## src/hw/rtl/multiply_blend_with_alpha_unit_macros.svh

```systemverilog
// assertion helpers, sampled on clk and disabled while rst_n is low
`ifndef MULTIPLY_BLEND_WITH_ALPHA_UNIT_MACROS_SVH
`define MULTIPLY_BLEND_WITH_ALPHA_UNIT_MACROS_SVH

// same-cycle implication
`define MBWA_ASSERT_NOW(label, ante, cons, msg) \
  label: assert property (@(posedge clk) disable iff (!rst_n) (ante) |-> (cons)) \
    else $error(msg);

// next-cycle implication
`define MBWA_ASSERT_NXT(label, ante, cons, msg) \
  label: assert property (@(posedge clk) disable iff (!rst_n) (ante) |=> (cons)) \
    else $error(msg);

`endif

```

## src/hw/rtl/mbwa_pkg.sv

```systemverilog
package mbwa_pkg;

  localparam int CODE_W    = 8;
  localparam int NCH       = 3;
  localparam int K_W       = 2 * CODE_W;
  localparam int DEN_W     = 24;
  localparam int NUM_W     = 32;
  localparam int QUO_W     = CODE_W;
  localparam int DIV_STEPS = QUO_W;

  localparam logic [CODE_W-1:0] FULL_CODE = 8'd255;
  localparam logic [K_W-1:0]    FULL_SQ   = 16'd65025;

  localparam int CFG_IDX_W = 2;
  localparam logic [CFG_IDX_W-1:0] CFG_OPACITY    = 2'd0;
  localparam logic [CFG_IDX_W-1:0] CFG_ALPHA_MODE = 2'd1;

  localparam logic [CODE_W-1:0] OPACITY_RST    = 8'd255;
  localparam logic              ALPHA_MODE_RST = 1'b0;

  typedef logic [CODE_W-1:0] code_t;
  typedef code_t [NCH-1:0] pix_t;

  typedef struct packed {
    logic [NCH-1:0][NUM_W-1:0] rem;
    logic [DEN_W-1:0]          den;
    pix_t                      quo;
    pix_t                      base;
    logic                      pass;
  } div_t;

endpackage

```

## src/hw/rtl/mbwa_div_step.sv

```systemverilog
module mbwa_div_step #(
  parameter int BIT = 0
) (
  input  logic            clk,
  input  logic            rst_n,
  input  logic            in_valid,
  output logic            in_ready,
  input  mbwa_pkg::div_t  in_data,
  output logic            out_valid,
  input  logic            out_ready,
  output mbwa_pkg::div_t  out_data
);

  localparam int NUM_W = mbwa_pkg::NUM_W;
  localparam int SUB_W = NUM_W + 1;
  localparam int NCH   = mbwa_pkg::NCH;

  logic                      valid_r;
  mbwa_pkg::div_t            data_r, data_nxt;
  logic [SUB_W-1:0]          shifted;
  logic [NCH-1:0][SUB_W-1:0] trial;

  assign in_ready = !valid_r || out_ready;

  // one restoring quotient bit per channel
  always_comb begin
    data_nxt = in_data;
    shifted  = SUB_W'(in_data.den) << BIT;
    for (int i = 0; i < NCH; i++) begin
      trial[i] = {1'b0, in_data.rem[i]} - shifted;
      if (!trial[i][SUB_W-1]) begin
        data_nxt.rem[i]      = trial[i][NUM_W-1:0];
        data_nxt.quo[i][BIT] = 1'b1;
      end
    end
  end

  always_ff @(posedge clk) begin
    if (!rst_n) begin
      valid_r <= 1'b0;
    end else if (in_ready) begin
      valid_r <= in_valid;
    end
  end

  always_ff @(posedge clk) begin
    if (in_ready && in_valid) begin
      data_r <= data_nxt;
    end
  end

  assign out_valid = valid_r;
  assign out_data  = data_r;

endmodule

```

## config.mk

```make
export PLATFORM = sky130hd
export DESIGN_NAME = mbwa_div_step
export DESIGN_NICKNAME = d
export VERILOG_FILES = /design/src/hw/rtl/multiply_blend_with_alpha_unit_macros.svh /design/src/hw/rtl/mbwa_pkg.sv /design/src/hw/rtl/mbwa_div_step.sv
export SDC_FILE = /design/constraint.sdc
export NUM_CORES = 1
export LEC_CHECK = 0
export BUFFER_PORTS_ARGS = -buffer_cell sky130_fd_sc_hd__buf_2
export CAP_MARGIN = 20
export CORE_ASPECT_RATIO = 1.4
export CORE_MARGIN = 2
export CORE_UTILIZATION = 52
export CTS_CLUSTER_DIAMETER = 100
export CTS_CLUSTER_SIZE = 8
export DETAILED_ROUTE_END_ITERATION = 16
export PLACE_DENSITY = 0.87
export SLEW_MARGIN = 20
export SYNTH_ARGS = -nofsm -noshare
export SYNTH_HDL_FRONTEND = slang
export SYNTH_SLANG_ARGS = --single-unit
```

## constraint.sdc

```tcl
create_clock -name clk -period 7.8 [get_ports clk]
set_input_delay 1.56 -clock clk [delete_from_list [all_inputs] [get_ports clk]]
set_output_delay 1.56 -clock clk [all_outputs]
set_load 0.01 [all_outputs]
```

# Yosys cells after proc, flatten, opt, wreduce, memory -nomap -nowiden
# Index checks and enable logic that the tools add are counted.
# Widths: inputs -> output; s select.
op_classes:
  n_addsub: 3
  n_mul: 0
  n_div: 0
  order_cmp: 0
  n_eq_ne: 0
  shifts: 0
  n_mux: 3
  bitwise_logic: 0
  n_reduce_logical: 3
ops:
  columns: ["cell", "count"]
  rows:
  - ["$sub 32x24->33", 3]
  - ["$mux 32", 3]
  - ["$logic_and 1x1->1", 1]
  - ["$logic_not 1->1", 1]
  - ["$logic_or 1x1->1", 1]
totals:
  ff_bits: 170
  latch_bits: 0
  mem_bits_rw: 0
  romBits: 0
  input_bits: 173
  out_inout_bits: 171
  elab_cells: 24
  memories: 0

# Logic depth before layout (Yosys ltp)
logic_depth:
  depth_word: 3
  ltp_mapped: 14
  depth_no_buf: 11

# Worst setup path after synthesis
# OpenSTA, ideal clock, no wires.
synth_timing:
  path_kind: "input to register"
  from: "input port out_ready"
  to: "register data_r (netlist bit out_data[0]), enable pin"
  setup_time_ps: 550
  t_arrival_ps: 5637
  t_required_ps: 7250
  setup_slack_ps: 1613
  path_stages: 2
  n_path_buf: 0
  cell_sequence: "nand2b_1 -> and2_1"
synth_via:
  elab_chain_cells: 2
synth_rtl:
  columns: ["element", "line", "text"]
  rows:
  - ["start: declaration", "mbwa_div_step.sv:10", "input logic out_ready,"]
  - ["$logic_or 1x1->1", "mbwa_div_step.sv:23", "assign in_ready = !valid_r || out_ready;"]
  - ["$logic_and 1x1->1", "mbwa_div_step.sv:47", "if (in_ready && in_valid) begin"]
  - ["end signal: assignment", "mbwa_div_step.sv:48", "data_r <= data_nxt;"]
  - ["end: declaration", "mbwa_div_step.sv:19", "mbwa_pkg::div_t data_r, data_nxt;"]
# No other way between the ends.
# A chain may end at the register's enable or synchronous reset.

==> impl_results.md <==
- Syn_nets: 1,261
- Library cells used by synthesis: 79
- Setup slack, reg-to-reg: 5640 ps
- Antenna viol nets, final: 0
- Area grow syn2layout: 23.4%
- Peak supply drop: 133 uV
- Actual slew at the worst max-slew pin: 931 ps
- Mean routed wirelength per cell: 19.0 um
- Die footprint: 21,700 sq um
- Nature of the critical path startpoint: input pin
- Cell Area, Synth: 10,700 sq um
- Power per cell area: 201 nW/um^2
- Int Power: 1.88 mW
- Htree depth: 4
- Complex-gate fraction of the synthesized area: 0.182
- Clock buffer depth: 2
- Ys Warns: 0
- Row cnt: 62
- Count of buffers from port buffering: 343
- Count of final setup violators: 0
- Initial antenna violation count: 6
- CTS tree: yes
- First-pass detailed-route iteration total: 6
- Root Driver: clkbuf_16
- DR DRC count: 0
- Num CTS Buffers: 17
- P_leak: 5.63 nW
- Commonest non-fill, non-tap cell in the layout: buf_2
- Leading cell types in the layout, fill and taps excluded: buf_2, edfxtp_1, nand2_1
- Clock slew at reported path FFs: 70 ps
- Vias in the first global route: about 9,000
- Reg-to-reg startpoint: out_valid
- GRT overflow: 0
- Crit path max fanout: 21
- Number of filler cells placed in the layout: 1,635
- Largest net degree at the start of global routing: 72
- Crit Path Class: in -> reg
- P_sw: 0.761 mW
- Layout Nets: 1,593
- Yosys reg bits: 170
- CP Capture Type: flop
- Placed wire-length estimate: 24.2 mm
- Switch share: 0.288
- Vias: 9,343
- # hold bufs at CTS: 0
- Post-synthesis xor/xnor area fraction: 0.0559
- First-pass GRT wire length: 46.8 mm
- Hold Vio Cnt, Final: 0
- Post-CTS sizing: 0
- Final Worst Setup Slack: 3130 ps
- Fin crit share: 0.599
- Simple-gate area share of the yosys netlist: 0.154
- Slew headroom: 0.379
- I/O pins: around 340
- Mux contribution to synthesized area: 0.00446
- Largest family of logic cells by synthesized area: compound AO/OA/AOI/OAI gates
- FF-to-FF path depth: 3
- Initial Utilization: 0.525
- EDFF count, synth: 169
- Wirelength, routed: 30.8 mm
- Place WS: 2710 ps
- Fin Setup TNS: 0 ps
- Die Span X: ~130 um
- CP required: 8000 ps
- Min-delay src: out_valid
- Period minus WS final: around 4700 ps
- Post-synthesis adder-cell area fraction: 0.0901
- Max-slew violations: 0
- Layout Skew: 8.48 ps
- Layout cells sized above 1: 0.311
- F_max: 214 MHz
- Worst Hold Path Cells: 2
- CP Data Arrival Time: approximately 4900 ps
- Cells after synthesis: 1,013
- Hold Crit Class: reg -> reg
- Core ar.: approximately 20,000 sq um
- Clk_lat worst skew: 450 ps
- Ys async rst share: 0
- RSZ-0062 raised after global routing: no
- 1st-iter DRT viols: 771
- Run status: finished clean
- Chip Height: roughly 170 um
- Max_cap viols: 0
- Clk pwr share: 0.330
- Post-synth top flop: edfxtp_1
- Placer Congestion: 0.936
- Clk sinks: 170
- GRT Util Overall: 0.276
- Average cell area after synthesis: 10.5 sq um
- Drt via density: slightly below 6
- Gate power share: 0.238
- Post-synthesis sequential area ratio: 0.478
- Sequential share of power: 0.431
- Post-CTS Setup Bufs: 0
- Worst Setup SP: in_data[49]
stage by stage:
| step | util | std cells | power [mW] | hold slack (ps) | cell area, sq um |
|---|---|---|---|---|---|
| 6_report | 0.647 | 1619 | 2.64 | 541 | 13200 |
| 5_1_grt | 0.647 | 1618 | 2.75 | 597 | 13200 |
| 4_1_cts | 0.645 | 1613 | 2.65 | 550 | 13100 |
| 3_5_place_dp | 0.616 | 1581 | 1.78 | 538 | 12500 |
| 3_3_place_gp | 0.616 | 1581 | 1.76 | 518 | 12500 |
| 2_1_floorplan | - | 1013 | 1.56 | 610 | 10700 |
worst paths after layout:
path / to
setup / recovery: out_data[131]
hold / removal: out_valid
setup reg to reg: out_data[145]
hold reg to reg: out_valid
area by class of cell:
cell class              count  area [sq um]  area share
clock inverters            13           169      0.0128
diodes                      5          12.5    0.000951
repair buffers            348          1770       0.135
clock buffers              19           433      0.0329
well taps                 256           320      0.0243
inverters                  43           161      0.0123
flip-flops and latches    170          5090       0.387
multi-input cells         765          5190       0.395
cell usage after synthesis, types with 3 or more instances:
cell type / number / area (sq um)
edfxtp_1: 169 / 5070
nand2_1: 102 / 383
a21oi_1: 91 / 455
ha_1: 72 / 901
nor2_1: 68 / 255
o21ai_0: 65 / 325
inv_1: 43 / 161
a21o_1: 36 / 270
xnor2_1: 34 / 298
xor2_1: 34 / 298
nor3_1: 26 / 130
nand2b_1: 16 / 100
buf_2: 15 / 75.1
nand4_1: 15 / 93.8
or3_1: 14 / 87.6
nand3_1: 13 / 65.1
o21a_1: 12 / 90.1
nor2b_1: 11 / 68.8
o31ai_1: 11 / 82.6
clkbuf_1: 10 / 37.5
buf_6: 9 / 101
o211ai_1: 9 / 67.6
o21bai_1: 9 / 67.6
a211oi_1: 8 / 60.1
nor2_2: 8 / 50.1
o21ai_1: 8 / 40.0
a21oi_2: 6 / 52.6
a31oi_1: 5 / 31.3
and2_1: 5 / 31.3
nor4_1: 5 / 31.3
o2111ai_1: 5 / 43.8
or4_1: 5 / 37.5
and3_1: 4 / 25.0
nand3b_1: 4 / 30.0
or2_1: 4 / 25.0
a211o_1: 3 / 26.3
a21boi_0: 3 / 22.5
fa_1: 3 / 60.1
or2_2: 3 / 18.8
sequential cells by signal, summed over array words and instances (netlist names):
register and flops:
out_data 169, out_valid 1
worst max-delay path, cell delays in order:
cell and delay, ps:
buf_2 130, ha_1 230, fa_1 410, nand2b_1 190
a21oi_1 250, o211ai_2 200, o21bai_2 210, and4_1 450
or2_1 550, buf_4 360, nand4_1 160, xnor2_1 150
logic make-up (layout without fill, tap and decap cells):
logic type,count (synthesis),in the layout
mux,4,4
fa+ha+maj,75,75
compound gates,298,298
buf+inv,78,423
xor+xnor,68,68
simple gates,320,320
other cells,0,5
flops,170,170
power groups by stage:
| stage | clock (mW) | sequential, mW | combinational (mW) |
|---|---|---|---|
| 5_1_grt | 0.914 | 1.15 | 0.686 |
| 3_3_place_gp | 0 | 1.16 | 0.606 |
| 3_5_place_dp | 0 | 1.16 | 0.619 |
| 4_1_cts | 0.882 | 1.14 | 0.624 |
| 2_1_floorplan | 0 | 1.21 | 0.349 |
| 6_report | 0.873 | 1.14 | 0.629 |
metal layers:
metal  global-route usage  share of wire
met1                0.293           0.37
met4                0.132          0.044
met5                    0        0.00088
met3               0.0602          0.060
met2                0.512           0.53
Power figures use the tool's default switching activity.
