## src/hw/rtl/multiply_blend_with_alpha_unit_macros.svh

```systemverilog
// assertion helpers, sampled on clk and disabled while rst_n is low
`ifndef MULTIPLY_BLEND_WITH_ALPHA_UNIT_MACROS_SVH
`define MULTIPLY_BLEND_WITH_ALPHA_UNIT_MACROS_SVH

// same-cycle implication
`define MBWA_ASSERT_NOW(label, ante, cons, msg) \
  label: assert property (@(posedge clk) disable iff (!rst_n) (ante) |-> (cons)) \
    else $error(msg);

// next-cycle implication
`define MBWA_ASSERT_NXT(label, ante, cons, msg) \
  label: assert property (@(posedge clk) disable iff (!rst_n) (ante) |=> (cons)) \
    else $error(msg);

`endif

```

## src/hw/rtl/mbwa_pkg.sv

```systemverilog
package mbwa_pkg;

  localparam int CODE_W    = 8;
  localparam int NCH       = 3;
  localparam int K_W       = 2 * CODE_W;
  localparam int DEN_W     = 24;
  localparam int NUM_W     = 32;
  localparam int QUO_W     = CODE_W;
  localparam int DIV_STEPS = QUO_W;

  localparam logic [CODE_W-1:0] FULL_CODE = 8'd255;
  localparam logic [K_W-1:0]    FULL_SQ   = 16'd65025;

  localparam int CFG_IDX_W = 2;
  localparam logic [CFG_IDX_W-1:0] CFG_OPACITY    = 2'd0;
  localparam logic [CFG_IDX_W-1:0] CFG_ALPHA_MODE = 2'd1;

  localparam logic [CODE_W-1:0] OPACITY_RST    = 8'd255;
  localparam logic              ALPHA_MODE_RST = 1'b0;

  typedef logic [CODE_W-1:0] code_t;
  typedef code_t [NCH-1:0] pix_t;

  typedef struct packed {
    logic [NCH-1:0][NUM_W-1:0] rem;
    logic [DEN_W-1:0]          den;
    pix_t                      quo;
    pix_t                      base;
    logic                      pass;
  } div_t;

endpackage

```

## src/hw/rtl/mbwa_front.sv

```systemverilog
module mbwa_front (
  input  logic                 clk,
  input  logic                 rst_n,
  input  mbwa_pkg::code_t      opacity,
  input  logic                 alpha_mode,
  input  logic                 in_valid,
  output logic                 in_ready,
  input  mbwa_pkg::pix_t       base,
  input  mbwa_pkg::code_t      base_alpha,
  input  mbwa_pkg::pix_t       layer,
  input  mbwa_pkg::code_t      layer_alpha,
  output logic                 out_valid,
  input  logic                 out_ready,
  output mbwa_pkg::div_t       out_data
);

  localparam int K_W   = mbwa_pkg::K_W;
  localparam int DEN_W = mbwa_pkg::DEN_W;
  localparam int NUM_W = mbwa_pkg::NUM_W;
  localparam int NCH   = mbwa_pkg::NCH;

  logic [3:0] v_r;
  logic [3:0] rdy;

  // stage 1: effective alpha times opacity
  mbwa_pkg::code_t a_sel, la_sel, m_sel;
  logic [K_W-1:0]  k_nxt;
  logic [K_W-1:0]  k1_r;
  mbwa_pkg::code_t a1_r;
  mbwa_pkg::pix_t  b1_r, c1_r;

  // stage 2: partial products
  logic [NCH-1:0][DEN_W-1:0] ck_nxt, ck2_r;
  logic [DEN_W-1:0]          ak_nxt, qa_nxt, qk_nxt;
  logic [DEN_W-1:0]          ak2_r, qa2_r, qk2_r;
  logic                      pass2_r;
  mbwa_pkg::pix_t            b2_r;

  // stage 3: sums
  logic [NCH-1:0][DEN_W-1:0] inner_nxt, inner3_r;
  logic [DEN_W-1:0]          den_nxt, den3_r;
  logic                      pass3_r;
  mbwa_pkg::pix_t            b3_r;

  // stage 4: numerator
  mbwa_pkg::div_t            d4_nxt, d4_r;

  assign rdy[3]   = !v_r[3] || out_ready;
  assign rdy[2]   = !v_r[2] || rdy[3];
  assign rdy[1]   = !v_r[1] || rdy[2];
  assign rdy[0]   = !v_r[0] || rdy[1];
  assign in_ready = rdy[0];

  always_comb begin
    a_sel  = alpha_mode ? base_alpha  : mbwa_pkg::FULL_CODE;
    la_sel = alpha_mode ? layer_alpha : mbwa_pkg::FULL_CODE;
    m_sel  = (a_sel < la_sel) ? a_sel : la_sel;
    k_nxt  = K_W'(m_sel) * K_W'(opacity);
  end

  always_comb begin
    for (int i = 0; i < NCH; i++) begin
      ck_nxt[i] = DEN_W'(c1_r[i]) * DEN_W'(k1_r);
    end
    ak_nxt = DEN_W'(a1_r) * DEN_W'(mbwa_pkg::FULL_SQ - k1_r);
    qa_nxt = DEN_W'(a1_r) * DEN_W'(mbwa_pkg::FULL_SQ);
    qk_nxt = DEN_W'(mbwa_pkg::FULL_CODE - a1_r) * DEN_W'(k1_r);
  end

  always_comb begin
    for (int i = 0; i < NCH; i++) begin
      inner_nxt[i] = DEN_W'(ck2_r[i] + ak2_r);
    end
    den_nxt = DEN_W'(qa2_r + qk2_r);
  end

  always_comb begin
    for (int i = 0; i < NCH; i++) begin
      d4_nxt.rem[i] = NUM_W'(b3_r[i]) * NUM_W'(inner3_r[i]);
    end
    d4_nxt.den  = den3_r;
    d4_nxt.quo  = '0;
    d4_nxt.base = b3_r;
    d4_nxt.pass = pass3_r;
  end

  always_ff @(posedge clk) begin
    if (!rst_n) begin
      v_r <= '0;
    end else begin
      if (rdy[0]) v_r[0] <= in_valid;
      if (rdy[1]) v_r[1] <= v_r[0];
      if (rdy[2]) v_r[2] <= v_r[1];
      if (rdy[3]) v_r[3] <= v_r[2];
    end
  end

  always_ff @(posedge clk) begin
    if (rdy[0] && in_valid) begin
      k1_r <= k_nxt;
      a1_r <= a_sel;
      b1_r <= base;
      c1_r <= layer;
    end
    if (rdy[1] && v_r[0]) begin
      ck2_r   <= ck_nxt;
      ak2_r   <= ak_nxt;
      qa2_r   <= qa_nxt;
      qk2_r   <= qk_nxt;
      pass2_r <= (k1_r == '0);
      b2_r    <= b1_r;
    end
    if (rdy[2] && v_r[1]) begin
      inner3_r <= inner_nxt;
      den3_r   <= den_nxt;
      pass3_r  <= pass2_r;
      b3_r     <= b2_r;
    end
    if (rdy[3] && v_r[2]) begin
      d4_r <= d4_nxt;
    end
  end

  assign out_valid = v_r[3];
  assign out_data  = d4_r;

endmodule

```

## config.mk

```make
export PLATFORM = sky130hd
export DESIGN_NAME = mbwa_front
export DESIGN_NICKNAME = d
export VERILOG_FILES = /design/src/hw/rtl/multiply_blend_with_alpha_unit_macros.svh /design/src/hw/rtl/mbwa_pkg.sv /design/src/hw/rtl/mbwa_front.sv
export SDC_FILE = /design/constraint.sdc
export NUM_CORES = 2
export LEC_CHECK = 0
export BUFFER_PORTS_ARGS = -buffer_cell sky130_fd_sc_hd__buf_2
export CORE_UTILIZATION = 45
export DETAILED_ROUTE_END_ITERATION = 8
export GPL_TIMING_DRIVEN = 0
export PLACE_DENSITY_LB_ADDON = 0.08
export SYNTH_ARGS = -nofsm -noshare
export SYNTH_HDL_FRONTEND = slang
export SYNTH_SLANG_ARGS = --single-unit
```

## constraint.sdc

```tcl
create_clock -name clk -period 17.45 [get_ports clk]
set_input_delay 0.8725 -clock clk [delete_from_list [all_inputs] [get_ports clk]]
set_output_delay 0.8725 -clock clk [all_outputs]
set_load 0.005 [all_outputs]
```

* Word level (Yosys, flattened, before mapping) *
Cells that the tools add are included.

operators by class
  add/sub/neg operators = 6
  multiply operators = 10
  divide/modulo/power cells = 0
  order comparisons = 1
  equality and inequality tests = 0
  shift operators = 0
  muxes and demuxes = 3
  bitwise operators = 0
  reductions and logical operators = 13

operators by type and width
  operator                count
  $add 24x24->24          4
  $mul 8x24->32           3
  $mul 8x16->24           3
  $mul 9x17->24           2
  $mul 8x16->24 const B   1
  $mux 8                  3
  $sub 16x16->17 const A  1
  $logic_not 16->1        1
  $mul 8x8->16            1
  $sub 8x8->9 const A     1
  $lt 8x8->1              1
  $logic_and 1x1->1       4
  $logic_not 1->1         4
  $logic_or 1x1->1        4

storage, ports and cells
  register bits after elaboration = 511
  bits in latches = 0
  RAM bits = 0
  bits in read-only memories = 0
  bits of input ports = 77
  output and inout bits = 171
  logic and storage cells = 71
  memories = 0

* Logic depth before layout (Yosys ltp) *
  depth after elaboration = 6
  depth in mapped cells = 30
  mapped depth without buffers = 29

* Worst setup path before layout *
OpenSTA, ideal clock, no wires.

  kind = input to register
  start point = input out_ready
  end point = register ak2_r[0] (enable)
  setup time = 948 ps
  arrival time = 13206 ps
  required time = 16502 ps
  setup slack = 3296 ps
  stages = 3
  buffers on the path = 0
  path through = nor2b_1 -> and2_0 -> a21boi_0

on the way
  word-level cells in the longest chain between the ends = 4

ends and longest elaborated chain
  element                 line               RTL
  start: declaration      mbwa_front.sv:13   input logic out_ready,
  $logic_or 1x1->1        mbwa_front.sv:48   assign rdy[3] = !v_r[3] || out_ready;
  $logic_or 1x1->1        mbwa_front.sv:49   assign rdy[2] = !v_r[2] || rdy[3];
  $logic_or 1x1->1        mbwa_front.sv:50   assign rdy[1] = !v_r[1] || rdy[2];
  $logic_and 1x1->1       mbwa_front.sv:105  if (rdy[1] && v_r[0]) begin
  end signal: assignment  mbwa_front.sv:107  ak2_r <= ak_nxt;
  end: declaration        mbwa_front.sv:35   logic [DEN_W-1:0] ak2_r, qa2_r, qk2_r;

Every way passes these cells.
A chain may end at the register's enable or synchronous reset.

* Final worst setup path *
  start point = input alpha_mode
  end point = register k1_r[13], data pin

on the way
  word-level cells in the longest chain between the ends = 4
  elaborated cells on any way between the ends = 5
  classes of those cells = mul (1); order compare (1); mux (3)

ends and longest elaborated chain
  element                           line                                RTL
  start: declaration                mbwa_front.sv:5                     input logic alpha_mode,
  $mux 8, on equally long branches  mbwa_front.sv:55, mbwa_front.sv:56
  $lt 8x8->1                        mbwa_front.sv:57                    m_sel = (a_sel < la_sel) ? a_sel : la_sel;
  $mux 8 *                          mbwa_front.sv:57
  $mul 8x8->16 *                    mbwa_front.sv:58                    k_nxt = K_W'(m_sel) * K_W'(opacity);
  net k_nxt[13]                     mbwa_front.sv:27                    logic [K_W-1:0] k_nxt;
  end signal: assignment            mbwa_front.sv:100                   k1_r <= k_nxt;
  end: declaration                  mbwa_front.sv:28                    logic [K_W-1:0] k1_r;

The timed path passes the listed nets; every way through them passes the cells marked *.

==> results.txt <==
Main flop type after synthesis - edfxtp_1
RSZ-0062 raised after global routing - false
Worst Hold Class - input port to register
All-Layer GR Usage - 23.0%
Fmax - 0.135 GHz
I/O Pins - 248
Worst-path fanout max - 10
Multi-input logic area - 0.0409 mm²
FF-to-FF Start - k1_r[4]
Worst slew margin - 34.0%
DRT Wirelength - 151,000 µm
Inst Count DP - 7,898
Initial antenna violation count - 5
Die H - 368 µm
RR Endpoint - ck2_r[71]
R2r setup slk - 10.12 ns
Fillers - 12,500
Clk Latency, worst-skew pair - 0.68 ns
Post-CTS setup repair buffer count - 0
FFs w/ async S/R, synth - 0%
Post-synthesis sequential area ratio - 25.2%
Slew Viols, Final - 0
Final min period - 7.42 ns
Hold buffers post-CTS - 0
Placer congestion estimate - 0.874
Vias/cell - 5.11
Worst reg2reg path depth - 19
CP startpoint - alpha_mode
Setup CP Type - input port to register
Worst hold slack - 0.377 ns
Post-synth EDFFs - 505
Sink Count - 509
CP required - 17.86 ns
Drc violations - 0
Crit path max-delay family - compound AO/OA/AOI/OAI gates
Initial core utilization - 45.3%
CTS buffer count - 67
Met2 routed WL - 67,100 µm
Slew @ Worst Pin - 0.986 ns
Critical Path Sink - k1_r[13]
Area delta synth->final - 10.1%
Final worst slack - 10.03 ns
Max Used Layer - met4
CTS tree - yes
Cell Count, Final, Fillers Out - 8,019
Final Hold Viols - 0
First-pass GRT wire length - 241,000 µm
Routed len/inst - 18.9 µm
Starting DRT DRC Count - 2,426
Met3 Wirelength - 7980 µm
Port bufs - 223
Pre-CTS setup slack - 9.37 ns
CP peak stage delay - 0.54 ns
Via count of the first global-routing pass - 42,400
CP Capture Type - register
Stages on worst setup path - 29
Grt total ovfl - 0
Antenna viol nets, final - 0
Crit path top cell by count - a21o_1
CP arrival - 7.83 ns
Die area - 0.136 mm²
FF+latch count, synth - 509
Largest net degree at the start of global routing - 32
Clock buffer depth - 3
Synth unique cells - 86
Netlist Area Pre-Place - 0.0604 mm²
Fin crit share - 42.5%
Chip width - 368 µm
CTS clk-pin slew, worst paths - 0.06 ns
Max reg flops - 145
Startpoint types - input port
Max-cap viol count - 0
YS warnings - 0
Slowest-stage cell, CP - fa_1
H-tree Lvls - 3
Final setup viols - 0
Ratio of cells with drive above 1 in the final layout - 6.80%
CORE AREA - 0.133 mm²
Syn_area_per_cell - 10.3 µm²
Post-cts sizing count - 0
DP Wirelength - 124,000 µm
Run status - completed
DR vias - 41,000
Root Buffer - clkbuf_16
TritonRoute pass-1 iters - 7
Fin Setup TNS - 0 ns
Register area - 0.0152 mm²
Gate Count Post-Synth - 5,864
Worst Path Buf+Inv - 5
# nets final - 7,732
Final clock skew - 0.0301 ns
Metal-1 WL - 71,700 µm
Row cnt - 134
## synth_stat cells, types with 4 or more instances
library cell / n / share of area (%)
inv_1: 973 / 6.0
fa_1: 898 / 30
nand2_1: 711 / 4.4
and2_1: 568 / 5.9
ha_1: 558 / 12
edfxtp_1: 505 / 25
xnor2_1: 220 / 3.2
a21oi_1: 181 / 1.5
nor2_1: 178 / 1.1
clkbuf_1: 156 / 0.97
nor2b_1: 110 / 1.1
o21ai_0: 110 / 0.91
nand2b_1: 84 / 0.87
a21o_1: 78 / 0.97
xor2_1: 61 / 0.88
o21a_1: 50 / 0.62
nor3_1: 49 / 0.41
nand3_1: 39 / 0.32
a211oi_1: 33 / 0.41
and3_1: 24 / 0.25
buf_4: 24 / 0.30
or3_1: 24 / 0.25
o21bai_1: 20 / 0.25
a31oi_1: 16 / 0.17
a21boi_0: 14 / 0.17
o211ai_1: 12 / 0.15
or2_2: 11 / 0.11
o21ai_1: 10 / 0.083
nand4_1: 9 / 0.093
a21oi_2: 8 / 0.12
a31o_2: 7 / 0.10
buf_1: 7 / 0.043
nor4_1: 7 / 0.072
o31ai_1: 7 / 0.087
a211o_1: 6 / 0.087
or2b_1: 6 / 0.075
nand3b_1: 5 / 0.062
o22ai_1: 5 / 0.052
a211oi_2: 4 / 0.083
dfxtp_1: 4 / 0.13
## layout make-up
class / count / area share (%)
multi-input combinational: 4217 / 61.4
sequential: 509 / 22.9
inverter: 974 / 5.50
tap: 1768 / 3.33
clock buffer: 75 / 2.60
timing repair buffer: 243 / 2.34
buffer: 187 / 1.19
clock inverter: 45 / 0.677
antenna: 1 / 0.00376
## worst min-delay path by stage
stage,cells after the start,to,from
finish,1,b1_r[2],base[2]
global route,1,c1_r[7],layer[7]
CTS,1,c1_r[7],layer[7]
detailed placement,0,b2_r[19],b1_r[19]
global placement,0,b3_r[7],b2_r[7]
floorplan,0,b2_r[0],b1_r[0]
## cell usage in the layout, fill, tap and decap left out, types with 11 or more instances in the layout
| master | Yosys | final |
|---|---|---|
| a21boi_0 | 14 | 13 |
| conb_1 | 1 | 24 |
| or2_2 | 11 | 11 |
| o211ai_1 | 12 | 12 |
| nor2_1 | 178 | 178 |
| and2_1 | 568 | 568 |
| xnor2_1 | 220 | 220 |
| inv_1 | 973 | 973 |
| clkbuf_1 | 156 | 163 |
| o21a_1 | 50 | 50 |
| o21bai_1 | 20 | 20 |
| a21oi_1 | 181 | 181 |
| fa_1 | 898 | 898 |
| clkbuf_16 | 0 | 68 |
| edfxtp_1 | 505 | 505 |
| and3_1 | 24 | 24 |
| buf_12 | 0 | 15 |
| nand3_1 | 39 | 39 |
| nor2b_1 | 110 | 108 |
| buf_2 | 0 | 223 |
| ha_1 | 558 | 558 |
| o21ai_0 | 110 | 110 |
| a21o_1 | 78 | 78 |
| nand2b_1 | 84 | 84 |
| nand2_1 | 711 | 711 |
| buf_4 | 24 | 24 |
| or3_1 | 24 | 24 |
| nor3_1 | 49 | 49 |
| a31oi_1 | 16 | 15 |
| xor2_1 | 61 | 61 |
| a211oi_1 | 33 | 33 |
## per-layer routing
metal  up-vias  global-route usage, %
li1      19300                      -
met1     20600                   32.7
met2       861                   35.9
met3       186                   4.35
met4         0                   6.51
met5         -                      0
## cell families (layout without fill, tap and decap cells)
| logic type | after synthesis | count (layout) | synth area share (%) |
|---|---|---|---|
| AO/OA/AOI/OAI | 616 | 616 | 6.76 |
| XOR/XNOR | 281 | 281 | 4.07 |
| adder cells (fa/ha/maj) | 1456 | 1456 | 41.3 |
| buffers and inverters | 1161 | 1524 | 7.36 |
| flip-flops | 509 | 509 | 25.2 |
| multiplexers | 3 | 3 | 0.0580 |
| other | 1 | 25 | 0.00621 |
| AND/OR/NAND/NOR | 1837 | 1837 | 15.2 |
## stage by stage
stage	utilization (%)	area, µm²
2_1_floorplan	-	60500
3_3_place_gp	47.9	63800
3_5_place_dp	48.3	64300
4_1_cts	49.9	66500
5_1_grt	49.9	66500
6_report	49.9	66500
Power is not shown: default switching activity piles up to over one toggle a cycle in this logic, so the estimate is an artifact.
