==> config.mk <==
export PLATFORM = sky130hd
export DESIGN_NAME = mbwa_round
export DESIGN_NICKNAME = d
export VERILOG_FILES = /design/src/hw/rtl/mbwa_pkg.sv /design/src/hw/rtl/mbwa_round.sv
export VERILOG_INCLUDE_DIRS = /design/src /design/src/hw/rtl
export SDC_FILE = /design/constraint.sdc
export NUM_CORES = 1
export LEC_CHECK = 0
export BUFFER_PORTS_ARGS = -buffer_cell sky130_fd_sc_hd__buf_2
export CAP_MARGIN = 20
export CELL_PAD_IN_SITES_DETAIL_PLACEMENT = 1
export CELL_PAD_IN_SITES_GLOBAL_PLACEMENT = 2
export CORE_MARGIN = 2
export CORE_UTILIZATION = 24
export DETAILED_ROUTE_END_ITERATION = 10
export PLACE_DENSITY = 0.94
export SYNTH_ARGS = -nofsm -noshare
export SYNTH_HDL_FRONTEND = slang
export SYNTH_SLANG_ARGS = --single-unit
==> constraint.sdc <==
create_clock -name clk -period 5.99 [get_ports clk]
set_input_delay 0.2995 -clock clk [delete_from_list [all_inputs] [get_ports clk]]
set_output_delay 0.2995 -clock clk [all_outputs]
set_load 0.005 [all_outputs]
==> src/hw/rtl/multiply_blend_with_alpha_unit_macros.svh <==
// assertion helpers, sampled on clk and disabled while rst_n is low
`ifndef MULTIPLY_BLEND_WITH_ALPHA_UNIT_MACROS_SVH
`define MULTIPLY_BLEND_WITH_ALPHA_UNIT_MACROS_SVH

// same-cycle implication
`define MBWA_ASSERT_NOW(label, ante, cons, msg) \
  label: assert property (@(posedge clk) disable iff (!rst_n) (ante) |-> (cons)) \
    else $error(msg);

// next-cycle implication
`define MBWA_ASSERT_NXT(label, ante, cons, msg) \
  label: assert property (@(posedge clk) disable iff (!rst_n) (ante) |=> (cons)) \
    else $error(msg);

`endif

==> src/hw/rtl/mbwa_pkg.sv <==
package mbwa_pkg;

  localparam int CODE_W    = 8;
  localparam int NCH       = 3;
  localparam int K_W       = 2 * CODE_W;
  localparam int DEN_W     = 24;
  localparam int NUM_W     = 32;
  localparam int QUO_W     = CODE_W;
  localparam int DIV_STEPS = QUO_W;

  localparam logic [CODE_W-1:0] FULL_CODE = 8'd255;
  localparam logic [K_W-1:0]    FULL_SQ   = 16'd65025;

  localparam int CFG_IDX_W = 2;
  localparam logic [CFG_IDX_W-1:0] CFG_OPACITY    = 2'd0;
  localparam logic [CFG_IDX_W-1:0] CFG_ALPHA_MODE = 2'd1;

  localparam logic [CODE_W-1:0] OPACITY_RST    = 8'd255;
  localparam logic              ALPHA_MODE_RST = 1'b0;

  typedef logic [CODE_W-1:0] code_t;
  typedef code_t [NCH-1:0] pix_t;

  typedef struct packed {
    logic [NCH-1:0][NUM_W-1:0] rem;
    logic [DEN_W-1:0]          den;
    pix_t                      quo;
    pix_t                      base;
    logic                      pass;
  } div_t;

endpackage

==> src/hw/rtl/mbwa_round.sv <==
`include "multiply_blend_with_alpha_unit_macros.svh"

module mbwa_round (
  input  logic            clk,
  input  logic            rst_n,
  input  logic            in_valid,
  output logic            in_ready,
  input  mbwa_pkg::div_t  in_data,
  output logic            out_valid,
  input  logic            out_ready,
  output mbwa_pkg::pix_t  out_pix
);

  localparam int DEN_W  = mbwa_pkg::DEN_W;
  localparam int NUM_W  = mbwa_pkg::NUM_W;
  localparam int CODE_W = mbwa_pkg::CODE_W;
  localparam int NCH    = mbwa_pkg::NCH;

  logic                        out_valid_r;
  mbwa_pkg::pix_t              res_r, base_r, res_nxt;
  logic [NCH-1:0][DEN_W:0]     twice;
  logic [NCH-1:0]              up;
  logic [NCH-1:0][CODE_W:0]    sum;
  logic                        rem_ok, no_ovf, res_le;

  assign in_ready = !out_valid_r || out_ready;

  // round half to even and clamp to 255, pass base through when effective alpha times opacity is zero
  always_comb begin
    rem_ok = 1'b1;
    no_ovf = 1'b1;
    for (int i = 0; i < NCH; i++) begin
      twice[i] = {in_data.rem[i][DEN_W-1:0], 1'b0};
      up[i]    = (twice[i] > {1'b0, in_data.den}) ||
                 ((twice[i] == {1'b0, in_data.den}) && in_data.quo[i][0]);
      sum[i]   = {1'b0, in_data.quo[i]} + (CODE_W+1)'(up[i]);
      if (in_data.pass) begin
        res_nxt[i] = in_data.base[i];
      end else if (sum[i][CODE_W]) begin
        res_nxt[i] = mbwa_pkg::FULL_CODE;
      end else begin
        res_nxt[i] = sum[i][CODE_W-1:0];
      end
      rem_ok = rem_ok && (in_data.rem[i] < NUM_W'(in_data.den));
      no_ovf = no_ovf && !sum[i][CODE_W];
    end
  end

  always_comb begin
    res_le = 1'b1;
    for (int i = 0; i < NCH; i++) begin
      res_le = res_le && (res_r[i] <= base_r[i]);
    end
  end

  always_ff @(posedge clk) begin
    if (!rst_n) begin
      out_valid_r <= 1'b0;
    end else if (in_ready) begin
      out_valid_r <= in_valid;
    end
  end

  always_ff @(posedge clk) begin
    if (in_ready && in_valid) begin
      res_r  <= res_nxt;
      base_r <= in_data.base;
    end
  end

  assign out_valid = out_valid_r;
  assign out_pix   = res_r;

  `MBWA_ASSERT_NOW(a_rem_below_den, in_valid && !in_data.pass, rem_ok, "remainder not below divisor")
  `MBWA_ASSERT_NOW(a_round_no_ovf, in_valid && !in_data.pass, no_ovf, "rounded quotient overflow")
  `MBWA_ASSERT_NOW(a_res_le_base, out_valid_r, res_le, "blended channel above base channel")

endmodule

After elaboration in Yosys (flattened, before gate mapping)
Index checks and enable logic that the tools add are counted.
{ "word_totals": {"elab_cells": 28, "register_bits": 25, "memories": 0, "mem_bits_ro": 0, "ram_bits": 0, "out_inout_bits": 26, "latchBits": 0, "input_bits": 173} }
{ "op_classes": {"muxes": 6, "magnitude_cmp": 3, "add_sub_neg": 3, "n_mul": 0, "bitwise": 0, "n_eq_ne": 3, "shifts": 0, "n_div": 0, "reduce_logical": 9} }
{ "ops": {"columns": ["cell", "n"], "rows": [
  ["25-bit by 24-bit == test with 1-bit output", 3],
  ["25-bit by 24-bit greater-than comparator with 1-bit output", 3],
  ["8-bit 2-to-1 mux", 6],
  ["8-bit by 1-bit adder with 9-bit output", 3],
  ["1-bit logical AND", 4],
  ["1-bit logical OR", 4],
  ["1-bit logical NOT", 1]
]} }

Depth between registers and ports, before layout
Gate-level depths: netlist (run 1).
{ "logic_depth": {"word_depth": 6, "mapped_depth": 14, "mapped_depth_nobuf": 14} }

Worst setup path after synthesis (run 1)
Ideal clock, no wire load.
{ "synth_path": {"kind": "input to register", "startpoint": "input in_data[71] (netlist bit)", "endpoint": "register res_r (netlist bit out_pix[16]), data pin", "arrival_time_ns": 2.673, "cell_stages": 13, "required_ns": 5.720, "path_buffers": 0, "setup_ns": 0.270, "setup_slack_ns": 3.047, "cell_sequence": "inv_1 -> ha_1 -> a21o_2 -> a211o_1 -> a21oi_1 -> o311a_1 -> a31oi_1 -> ha_1 -> ha_1 -> and3_1 -> and3_1 -> a31oi_1 -> a21oi_1"} }
{ "synth_rtl": {"columns": ["item", "line", "rtl"], "rows": [
  ["start, declared", "mbwa_round.sv:8", "input mbwa_pkg::div_t in_data,"],
  ["end signal, assigned", "mbwa_round.sv:66", "res_r <= res_nxt;"],
  ["end, declared", "mbwa_round.sv:20", "mbwa_pkg::pix_t res_r, base_r, res_nxt;"]
]} }

==> reports/metrics.csv, run 1 <==
stage,metric,value,unit
clock_network,cts_tree,done,
run_status,status,"complete, no violations",
power,ir_drop,0.0878,mV
detailed_routing,num_vias,3299,
clock_network,cts_sinks,25,
grt,overflow,0,
sta,timing_hold_violations_final,0,
power,p_comb_frac,0.382,
placement,io_buffers,174,
layout,multi_input_comb_area,0.00222,mm²
critical_path,start_kind,input pin,
synthesis,synthDistinctLibCells,38,
job,timing.max_cap.violations,0,
layout,layout_commonest_cell,buf_2,
clock_network,path_clk_slew,0.08,ns
synthesis,async_flop_share,0,
critical_path,critPathCaptureType,flop,
placement,gp_routability_congestion,0.806,
grt,grt_pass1_wl,17100,µm
detailed_routing,wl_met2,5420,µm
layout,drive_above_1_share,0.354,
placement,postPlaceCellArea,0.00416,mm²
floorplan,die_x,117,µm
sta,rsz0062_at_grt,false,
layout,layout_common_cells,"buf_2 (174), ha_1 (75), a21oi_1 (45)",
sta,fin_worst_skew,0.0137,ns
grt,antenna_found_initial,3,
detailed_routing,drt-pass1-iter-count,4,
floorplan,dieArea,0.0138,mm²
placement,dp_hpwl,9680,µm
detailed_routing,routedWlPerCell,15.5,µm
critical_path,r2r_start,out_valid$_SDFFE_PN0N_,
grt,grt.total_usage,0.151,
clock_network,post_cts_resized,0,
detailed_routing,first_iter_violations,78,
critical_path,critPathLaunch,in_data[69],
sta,max_freq,311,MHz
sta,holdWs,0.281,ns
layout,final_area,0.00427,mm²
clock_network,root_buffer,clkbuf_16,
detailed_routing,wl_met1,4500,µm
detailed_routing,ant_nets,0,
clock_network,numCtsBuffers,3,
layout,register_area,741,µm²
floorplan,coreArea,0.0126,mm²
detailed_routing,drc,0,
sta,finalSetupViolCount,0,
sta,fin_crit,3.22,ns
critical_path,crit_type,in2reg,
sta,slew_viol_final,0,
critical_path,crit_required,5.97,ns
clock_network,hold_buffers,0,
power,internal-power,0.000409,W
grt,grt_pass1_vias,3598,
synthesis,synth_edf_count,24,
power,p_sw,0.000183,W
power,powerDensity,139,mW/mm²
detailed_routing,routed_wl,10700,µm
synthesis,syn_nets,589,
critical_path,cp_max_fo,6,
grt,grt_max_degree,34,
detailed_routing,highest_layer,met4,
clock_network,post_cts_buffers,0,
layout,fill_cells,1565,
power,switching_share,0.309,
synthesis,synthesis.yosys.warnings,0,
detailed_routing,wl_met3,478,µm
power,finalPower,0.000592,W
layout,area_delta_synth_final,38.2,%
clock_network,clock_latency,0.27,ns
floorplan,ioPinCount,199,
power,seqPwrFrac,0.358,
sta,finalCritPeriodShare,0.537,
synthesis,ys_ff_latch,25,
layout,nNetsFinal,766,
critical_path,arrival,3.19,ns
synthesis,yosys_most_used_dff,edfxtp_1,
floorplan,die_h,117,µm
power,pwr-share-clk,0.260,
clock_network,htree_num_levels,1,
sta,slew_headroom,0.605,
sta,worst_pin_slew,0.589,ns
detailed_routing,vias_per_cell,4.77,
floorplan,initial_core_util,0.246,
synthesis,avgSynthCellArea,9.06,µm²
worst_hold_path,hp-class,in2reg,
clock_network,cts_buffer_depth,2,
synthesis,syn_area,0.00309,mm²
power,cellLeakagePower,2.19,nW
sta,setup_tns,0,ns
placement,post-place-ws,2.48,ns
synthesis,syn_inst,341,
sta,fin_ws,2.77,ns
worst_hold_path,hp-start,rst_n,
floorplan,rows,41,
synthesis,ys_seq_area_frac,0.240,
==> cell usage after synthesis, types with 3 or more instances <==
cell,n,share of area
nor4_1,4,0.0081
and3_1,13,0.026
nand2b_1,4,0.0081
a21oi_1,45,0.073
nand2_1,19,0.023
a21o_1,8,0.019
a211o_1,3,0.0085
clkbuf_1,3,0.0036
o22ai_1,3,0.0061
ha_1,75,0.30
mux2i_1,3,0.0097
o21ai_0,15,0.024
xnor2_1,12,0.034
nor2b_1,18,0.036
edfxtp_1,24,0.23
nor3_1,4,0.0065
nand4_1,10,0.020
nor2_1,5,0.0061
a31oi_1,4,0.0081
nand3_1,9,0.015
inv_1,32,0.039
nand3b_1,3,0.0073
a211oi_1,5,0.012
==> registers in the layout, summed over array words and instances (netlist names) <==
name	count
out_valid	1
out_pix	24
==> through the flow <==
step	util	instances
floorplan	-	341
global placement	0.331	684
detailed placement	0.331	684
CTS	0.338	688
global route	0.340	692
finish	0.340	692
==> final cells by class <==
type                    instances  area share
multi-input cells             281       0.519
repair buffers                175       0.208
flip-flops and latches         25       0.174
well taps                     172      0.0504
inverters                      32      0.0281
clock buffers                   3      0.0176
clock inverters                 1     0.00176
diodes                          3     0.00176
==> routing by layer <==
layer / track usage / vias to the layer above
li1: - / 1643
met1: 0.178 / 1533
met2: 0.277 / 103
met3: 0.0204 / 20
met4: 0.0520 / 0
met5: 0 / -
==> cells by family after synthesis <==
family                   Yosys count  synth area share
multiplexers                       3           0.00972
AO/OA/AOI/OAI                     94             0.183
buffers and inverters             35            0.0425
flip-flops                        25             0.240
XOR/XNOR                          12            0.0340
adder cells (fa/ha/maj)           75             0.304
AND/OR/NAND/NOR                   97             0.187
==> final timing paths <==
kind	endpoint	slack, ns	cells past startpoint
worst max-delay path	out_pix[13]$_DFFE_PP_	2.77	14
worst min-delay path	out_valid$_SDFFE_PN0N_	0.28	2
worst max register to register	out_pix[2]$_DFFE_PP_	4.58	3
worst min register to register	out_valid$_SDFFE_PN0N_	0.55	2
==> power by group through the flow <==
stage	combinational, W	clock [W]	sequential, W
CTS	0.000228	0.000156	0.000212
finish	0.000226	0.000154	0.000212
global placement	0.000212	0	0.000215
global route	0.000258	0.000161	0.000213
detailed placement	0.000226	0	0.000216
floorplan	0.000118	0	0.000217
==> worst max-delay path: stages <==
cell and delay (ns):
buf_2 0.09, inv_1 0.11, ha_1 0.28, nand4_1 0.10, or2_1 0.20, a211oi_1 0.09, nor4_1 0.36, a21oi_1 0.16
ha_1 0.24, ha_1 0.21, and3_1 0.21, and3_1 0.22, a31oi_1 0.47, a21oi_1 0.14
No activity file was read; power rests on OpenSTA's default activity.
==> inputs of run 2 (changes only) <==
--- a/config.mk
+++ b/config.mk
@@ -11,9 +11,9 @@
 export CELL_PAD_IN_SITES_DETAIL_PLACEMENT = 1
 export CELL_PAD_IN_SITES_GLOBAL_PLACEMENT = 2
 export CORE_MARGIN = 2
-export CORE_UTILIZATION = 24
+export CORE_UTILIZATION = 21
 export DETAILED_ROUTE_END_ITERATION = 10
-export PLACE_DENSITY = 0.94
+export PLACE_DENSITY = 0.88
 export SYNTH_ARGS = -nofsm -noshare
 export SYNTH_HDL_FRONTEND = slang
 export SYNTH_SLANG_ARGS = --single-unit
==> constraint.sdc (replaced) <==
create_clock -name clk -period 2.9 [get_ports clk]
set_input_delay 0.145 -clock clk [delete_from_list [all_inputs] [get_ports clk]]
set_output_delay 0.145 -clock clk [all_outputs]
set_load 0.005 [all_outputs]
==> run 2 against run 1 <==
Compared with the run above:
- sequential power is 110% higher
- clock-buffer cell count is 1 higher
- global-route usage is 0.79 points lower
- first-iteration DRC count is 23% higher
- via count is 5.1% higher
- routed wire length is 9.6% higher
- critical path type unchanged
==> reports/metrics.csv, run 2 (synthesis gave the netlist of run 1 again) <==
stage,metric,value,unit,change
power,powerDensity,269,mW/mm²,was 139 mW/mm²
clock_network,hold_buffers,0,,unchanged
sta,timing_hold_violations_final,0,,unchanged
sta,worst_pin_slew,0.534,ns,was 0.589 ns
critical_path,arrival,2.76,ns,was 3.19 ns
critical_path,critPathLaunch,in_data[72],,was in_data[69]
floorplan,rows,44,,was 41
placement,gp_routability_congestion,0.856,,was 0.806
layout,layout_commonest_cell,buf_2,,unchanged
critical_path,cp_max_fo,4,,was 6
layout,layout_common_cells,"buf_2 (172), ha_1 (65), buf_4 (47)",,"was buf_2 (174), ha_1 (75), a21oi_1 (45)"
critical_path,crit_required,2.90,ns,was 5.97 ns
clock_network,cts_tree,done,,unchanged
grt,overflow,0,,unchanged
critical_path,r2r_setup_slack,1.67,ns,was 4.58 ns
critical_path,rr_worst_depth,3,,unchanged
detailed_routing,routedWlPerCell,15.6,µm,was 15.5 µm
clock_network,root_buffer,clkbuf_16,,unchanged
sta,finalSetupViolCount,0,,unchanged
power,ir_drop,0.189,mV,was 0.0878 mV
sta,max_freq,362,MHz,
detailed_routing,drt-pass1-iter-count,4,,unchanged
sta,slew_headroom,0.644,,was 0.605
grt,antenna_found_initial,1,,was 3
layout,drive_above_1_share,0.469,,was 0.354
detailed_routing,num_vias,3468,,was 3299
floorplan,die_x,125,µm,was 117 µm
floorplan,dieArea,0.0157,mm²,was 0.0138 mm²
critical_path,crit_type,in2reg,,unchanged
grt,grt_use_met2,0.273,,was 0.277
clock_network,numCtsBuffers,3,,unchanged
power,cellLeakagePower,2.43,nW,was 2.19 nW
layout,nNetsFinal,814,,was 766
clock_network,clock_latency,0.26,ns,was 0.27 ns
detailed_routing,ant_nets,0,,unchanged
floorplan,die_h,125,µm,was 117 µm
detailed_routing,routed_wl,11700,µm,was 10700 µm
layout,utilization,0.338,,was 0.340
placement,io_buffers,174,,unchanged
grt,grt_busiest_layer,met2,,unchanged
grt,grt.total_usage,0.143,,was 0.151
sta,fin_worst_skew,0.00629,ns,was 0.0137 ns
floorplan,coreArea,0.0144,mm²,was 0.0126 mm²
clock_network,path_clk_slew,0.07,ns,was 0.08 ns
layout,final_area,0.00488,mm²,was 0.00427 mm²
clock_network,htree_num_levels,1,,unchanged
floorplan,ioPinCount,199,,unchanged
detailed_routing,vias_per_cell,4.62,,was 4.77
grt,grt_pass1_vias,3808,,was 3598
grt,grt_pass1_wl,18300,µm,was 17100 µm
placement,dp_hpwl,10400,µm,was 9680 µm
sta,finalCritPeriodShare,0.953,,
floorplan,initial_core_util,0.214,,was 0.246
grt,use_met1,0.169,,was 0.178
critical_path,worst_r2r_endpoint,out_pix[13]$_DFFE_PP_,,was out_pix[2]$_DFFE_PP_
critical_path,r2r_start,out_valid$_SDFFE_PN0N_,,unchanged
job,timing.max_cap.violations,0,,unchanged
sta,fin_crit,2.76,ns,
detailed_routing,first_iter_violations,96,,was 78
critical_path,start_kind,input pin,,unchanged
placement,postPlaceCellArea,0.00451,mm²,was 0.00416 mm²
detailed_routing,drc,0,,unchanged
critical_path,critPathCaptureType,flop,,unchanged
clock_network,cts_sinks,25,,unchanged
sta,slew_viol_final,0,,unchanged
grt,met3_usage,0.0145,,was 0.0204
sta,rsz0062_at_grt,true,,was false
layout,area_delta_synth_final,57.9,%,was 38.2%
worst_hold_path,hp-class,in2reg,,unchanged
layout,largest_reg_flops,24,,unchanged
grt,grt_max_degree,34,,unchanged
run_status,status,"complete, no violations",,unchanged
clock_network,cts_buffer_depth,2,,unchanged
critical_path,crit_end,out_pix[22]$_DFFE_PP_,,was out_pix[13]$_DFFE_PP_
## run 2: changes by cell type in the layout (fill, tap and decap cells not counted), sizes merged
cell / previous run / this run
diode: 3 / 1
clkbuf: 3 / 4
buf: 175 / 223
clkinvlp: 1 / 0
## run 2: what timing repair did
action | CTS | global route
pin swaps | 1 | 25
setup buffers | 1 | 4
endpoints found under the setup margin | 8 | 24
resized for setup | 2 | 48
## run 2: worst min path at each step
stage | to | slack, ns | cells past startpoint | startpoint
5_1_grt | out_valid$_SDFFE_PN0N_ | 0.15 | 2 | rst_n
4_1_cts | out_valid$_SDFFE_PN0N_ | 0.13 | 2 | rst_n
2_1_floorplan | out_valid$_SDFFE_PN0N_ | 0.28 | 2 | in_valid
3_5_place_dp | out_valid$_SDFFE_PN0N_ | 0.41 | 2 | rst_n
6_report | out_valid$_SDFFE_PN0N_ | 0.14 | 2 | rst_n
3_3_place_gp | out_valid$_SDFFE_PN0N_ | 0.40 | 3 | in_valid
## run 2: report_power, final
part | switching, W | total, W | leakage, nW | internal, W
clock | 0.000126 | 0.000314 | 0.0382 | 0.000188
combinational | 0.000270 | 0.000558 | 2.15 | 0.000288
sequential | 0.00000727 | 0.000438 | 0.239 | 0.000431
total | 0.000403 | 0.00131 | 2.43 | 0.000907
## run 2: per-stage QoR
stage | TNS, ns | worst slack, ns | instances | hold WS (ns) | total power (W)
final | 0 | 0.135 | 750 | 0.139 | 0.00131
after global routing | -0.107 | -0.0605 | 750 | 0.151 | 0.00140
after CTS | 0 | 0.00356 | 745 | 0.132 | 0.00129
after detailed placement | -7.26 | -0.496 | 740 | 0.413 | 0.000968
after global placement | -5.46 | -0.368 | 740 | 0.396 | 0.000938
after floorplan | 0 | 0.112 | 341 | 0.284 | 0.000694
## run 2: final cells by class
class                   count  area [µm²]
repair buffers            223        1260
clock buffers               4        78.8
well taps                 184         230
inverters                  32         123
diodes                      1        2.50
flip-flops and latches     25         741
fillers                  1752        9550
multi-input cells         281        2440
## run 2: critical path, cell delays in order
cell      delay [ns]
buf_8           0.08
inv_4           0.03
buf_6           0.11
ha_4            0.27
nand4b_4        0.14
nor4_4          0.27
buf_4           0.19
nand2_2         0.04
o311a_1         0.32
a31oi_1         0.16
ha_2            0.23
ha_4            0.14
and3_4          0.18
and3_4          0.21
nand3b_1        0.09
o21ai_2         0.07
o21ai_1         0.07
## run 2: per-layer routing
layer,vias to the layer above,wire (µm),share of wire
li1,1733,-,-
met1,1614,4890,0.42
met2,101,6100,0.52
met3,20,462,0.039
met4,0,276,0.024
met5,-,0,0
==> inputs of run 3 (changes only) <==
==> constraint.sdc (replaced) <==
create_clock -name clk -period 2.3 [get_ports clk]
set_input_delay 0.115 -clock clk [delete_from_list [all_inputs] [get_ports clk]]
set_output_delay 0.115 -clock clk [all_outputs]
set_load 0.005 [all_outputs]
==> run 3 against run 2 <==
Compared with the run above:
- largest power group unchanged
- critical path type unchanged
- die area did not move
- the flow now finishes with violations (setup timing)
- sequential power rose by 26%
- clock-buffer cell count fell by 1
- highest routed layer unchanged
==> reports/metrics.csv, run 3 (synthesis gave the netlist of run 1 again) <==
stage,metric,value,unit,change
detailed_routing,first_iter_violations,99,,was 96
sta,slew_viol_final,0,,unchanged
grt,overflow,0,,unchanged
detailed_routing,routed_wl,12900,µm,was 11700 µm
layout,nNetsFinal,828,,was 814
grt,antenna_found_initial,0,,was 1
clock_network,clock_latency,0.26,ns,about the same
sta,max_freq,383,MHz,
critical_path,crit_required,2.29,ns,was 2.90 ns
layout,layout_commonest_cell,buf_2,,unchanged
placement,gp_routability_congestion,0.787,,was 0.856
sta,worst_pin_slew,0.656,ns,was 0.534 ns
layout,layout_common_cells,"buf_2 (156), buf_4 (55), ha_1 (38)",,"was buf_2 (172), ha_1 (65), buf_4 (47)"
power,cellLeakagePower,2.58,nW,was 2.43 nW
placement,postPlaceCellArea,0.00482,mm²,was 0.00451 mm²
sta,fin_worst_skew,0.00775,ns,was 0.00629 ns
grt,grt_pass1_wl,20400,µm,was 18300 µm
layout,fill_cells,1652,,was 1752
grt,grt.total_usage,0.159,,was 0.143
detailed_routing,ant_nets,0,,unchanged
sta,finalCritPeriodShare,1.14,,
critical_path,start_kind,input pin,,unchanged
run_status,violations,setup timing,,
detailed_routing,highest_layer,met4,,unchanged
critical_path,cp_max_fo,4,,unchanged
layout,drive_above_1_share,0.639,,was 0.469
sta,fin_ws,-0.313,ns,was 0.135 ns
floorplan,initial_core_util,0.214,,unchanged
detailed_routing,drc,0,,unchanged
layout,final_area,0.00582,mm²,was 0.00488 mm²
floorplan,die_h,125,µm,unchanged
placement,dp_hpwl,10600,µm,was 10400 µm
sta,finalSetupViolCount,24,,was 0
clock_network,cts_tree,done,,unchanged
clock_network,path_clk_slew,0.07,ns,about the same
layout,area_delta_synth_final,88.5,%,was 57.9%
placement,post-place-ws,-0.736,ns,was -0.496 ns
grt,grt_max_degree,34,,unchanged
sta,rsz0062_at_grt,true,,unchanged
floorplan,ioPinCount,199,,unchanged
critical_path,critPathCaptureType,flop,,unchanged
floorplan,rows,44,,unchanged
critical_path,crit_type,in2reg,,unchanged
detailed_routing,wl_met2,6770,µm,was 6100 µm
worst_hold_path,hp-class,in2reg,,unchanged
detailed_routing,wl_met1,5300,µm,was 4890 µm
power,powerDensity,320,mW/mm²,was 269 mW/mm²
sta,setup_tns,-5.69,ns,was 0 ns
sta,slew_headroom,0.563,,was 0.644
placement,io_buffers,174,,unchanged
layout,insertedDiodeCount,0,,was 1
sta,timing_hold_violations_final,0,,unchanged
run_status,status,"finished, violations left",,"was complete, no violations"
clock_network,numCtsBuffers,3,,unchanged
floorplan,die_x,125,µm,unchanged
power,ir_drop,0.228,mV,was 0.189 mV
clock_network,root_buffer,clkbuf_16,,unchanged
layout,largest_reg_flops,24,,unchanged
floorplan,coreArea,0.0144,mm²,unchanged
floorplan,dieArea,0.0157,mm²,unchanged
clock_network,cts_sinks,25,,unchanged
critical_path,arrival,2.61,ns,was 2.76 ns
detailed_routing,routedWlPerCell,16.9,µm,was 15.6 µm
job,timing.max_cap.violations,0,,unchanged
clock_network,htree_num_levels,1,,unchanged
clock_network,cts_buffer_depth,2,,unchanged
detailed_routing,vias_per_cell,4.71,,was 4.62
critical_path,r2r_setup_slack,1.11,ns,was 1.67 ns
clock_network,hold_buffers,0,,unchanged
sta,fin_crit,2.61,ns,
detailed_routing,drt-pass1-iter-count,4,,unchanged
detailed_routing,wl_met3,592,µm,was 462 µm
detailed_routing,num_vias,3592,,was 3468
grt,grt_pass1_vias,3990,,was 3808
run 3: report_power, final:
group          switching (W)  leakage [nW]  internal (W)  total, W
Sequential        0.00000956         0.239      0.000543  0.000553
Combinational       0.000437          2.30      0.000482  0.000918
Clock               0.000158        0.0409      0.000234  0.000392
Total               0.000604          2.58       0.00126   0.00186
run 3: area by class of cell:
class                      instances  area, µm²  area share
clock inverter                     1       5.00    0.000860
multi-input combinational        281       3070       0.527
timing repair buffer             237       1520       0.261
sequential                        25        741       0.127
tap                              184        230      0.0396
clock buffer                       3       75.1      0.0129
inverter                          32        183      0.0314
run 3: routing by layer:
metal  vias to the layer above  global-route usage
met5                         -                   0
met4                         0              0.0379
met3                        14              0.0201
met2                       117               0.301
met1                      1699               0.190
li1                       1762                   -
run 3: stage by stage:
step,power [W],cells,hold WS [ns],util
finish,0.00186,763,0.123,0.404
global route,0.00200,763,0.119,0.404
CTS,0.00181,758,0.120,0.385
detailed placement,0.00129,743,0.392,0.334
global placement,0.00125,743,0.370,0.334
floorplan,0.000910,341,0.254,-
run 3: path summary, 6_finish.rpt:
path | startpoint | to | cells past startpoint
setup / recovery | in_data[68] | out_pix[6]$_DFFE_PP_ | 18
hold / removal | rst_n | out_valid$_SDFFE_PN0N_ | 2
setup reg to reg | out_valid$_SDFFE_PN0N_ | out_pix[3]$_DFFE_PP_ | 3
hold reg to reg | out_valid$_SDFFE_PN0N_ | out_valid$_SDFFE_PN0N_ | 2
run 3: critical path: stages:
cell	delay, ns
buf_8	0.08
inv_6	0.03
buf_6	0.11
buf_6	0.11
ha_4	0.25
nand4_1	0.09
or2_4	0.30
buf_4	0.14
a21oi_2	0.14
nor4_4	0.07
a21oi_2	0.20
ha_2	0.24
ha_4	0.13
and3_4	0.17
and3_4	0.20
nand3b_1	0.08
o21ai_1	0.08
o21ai_1	0.07
run 3: what timing repair did:
item,4_1_cts,5_1_grt
resized for setup,91,54
pin swaps,42,39
gates cloned,0,0
endpoints found under the hold margin,0,0
buffers inserted,12,5
endpoints found under the setup margin,24,24
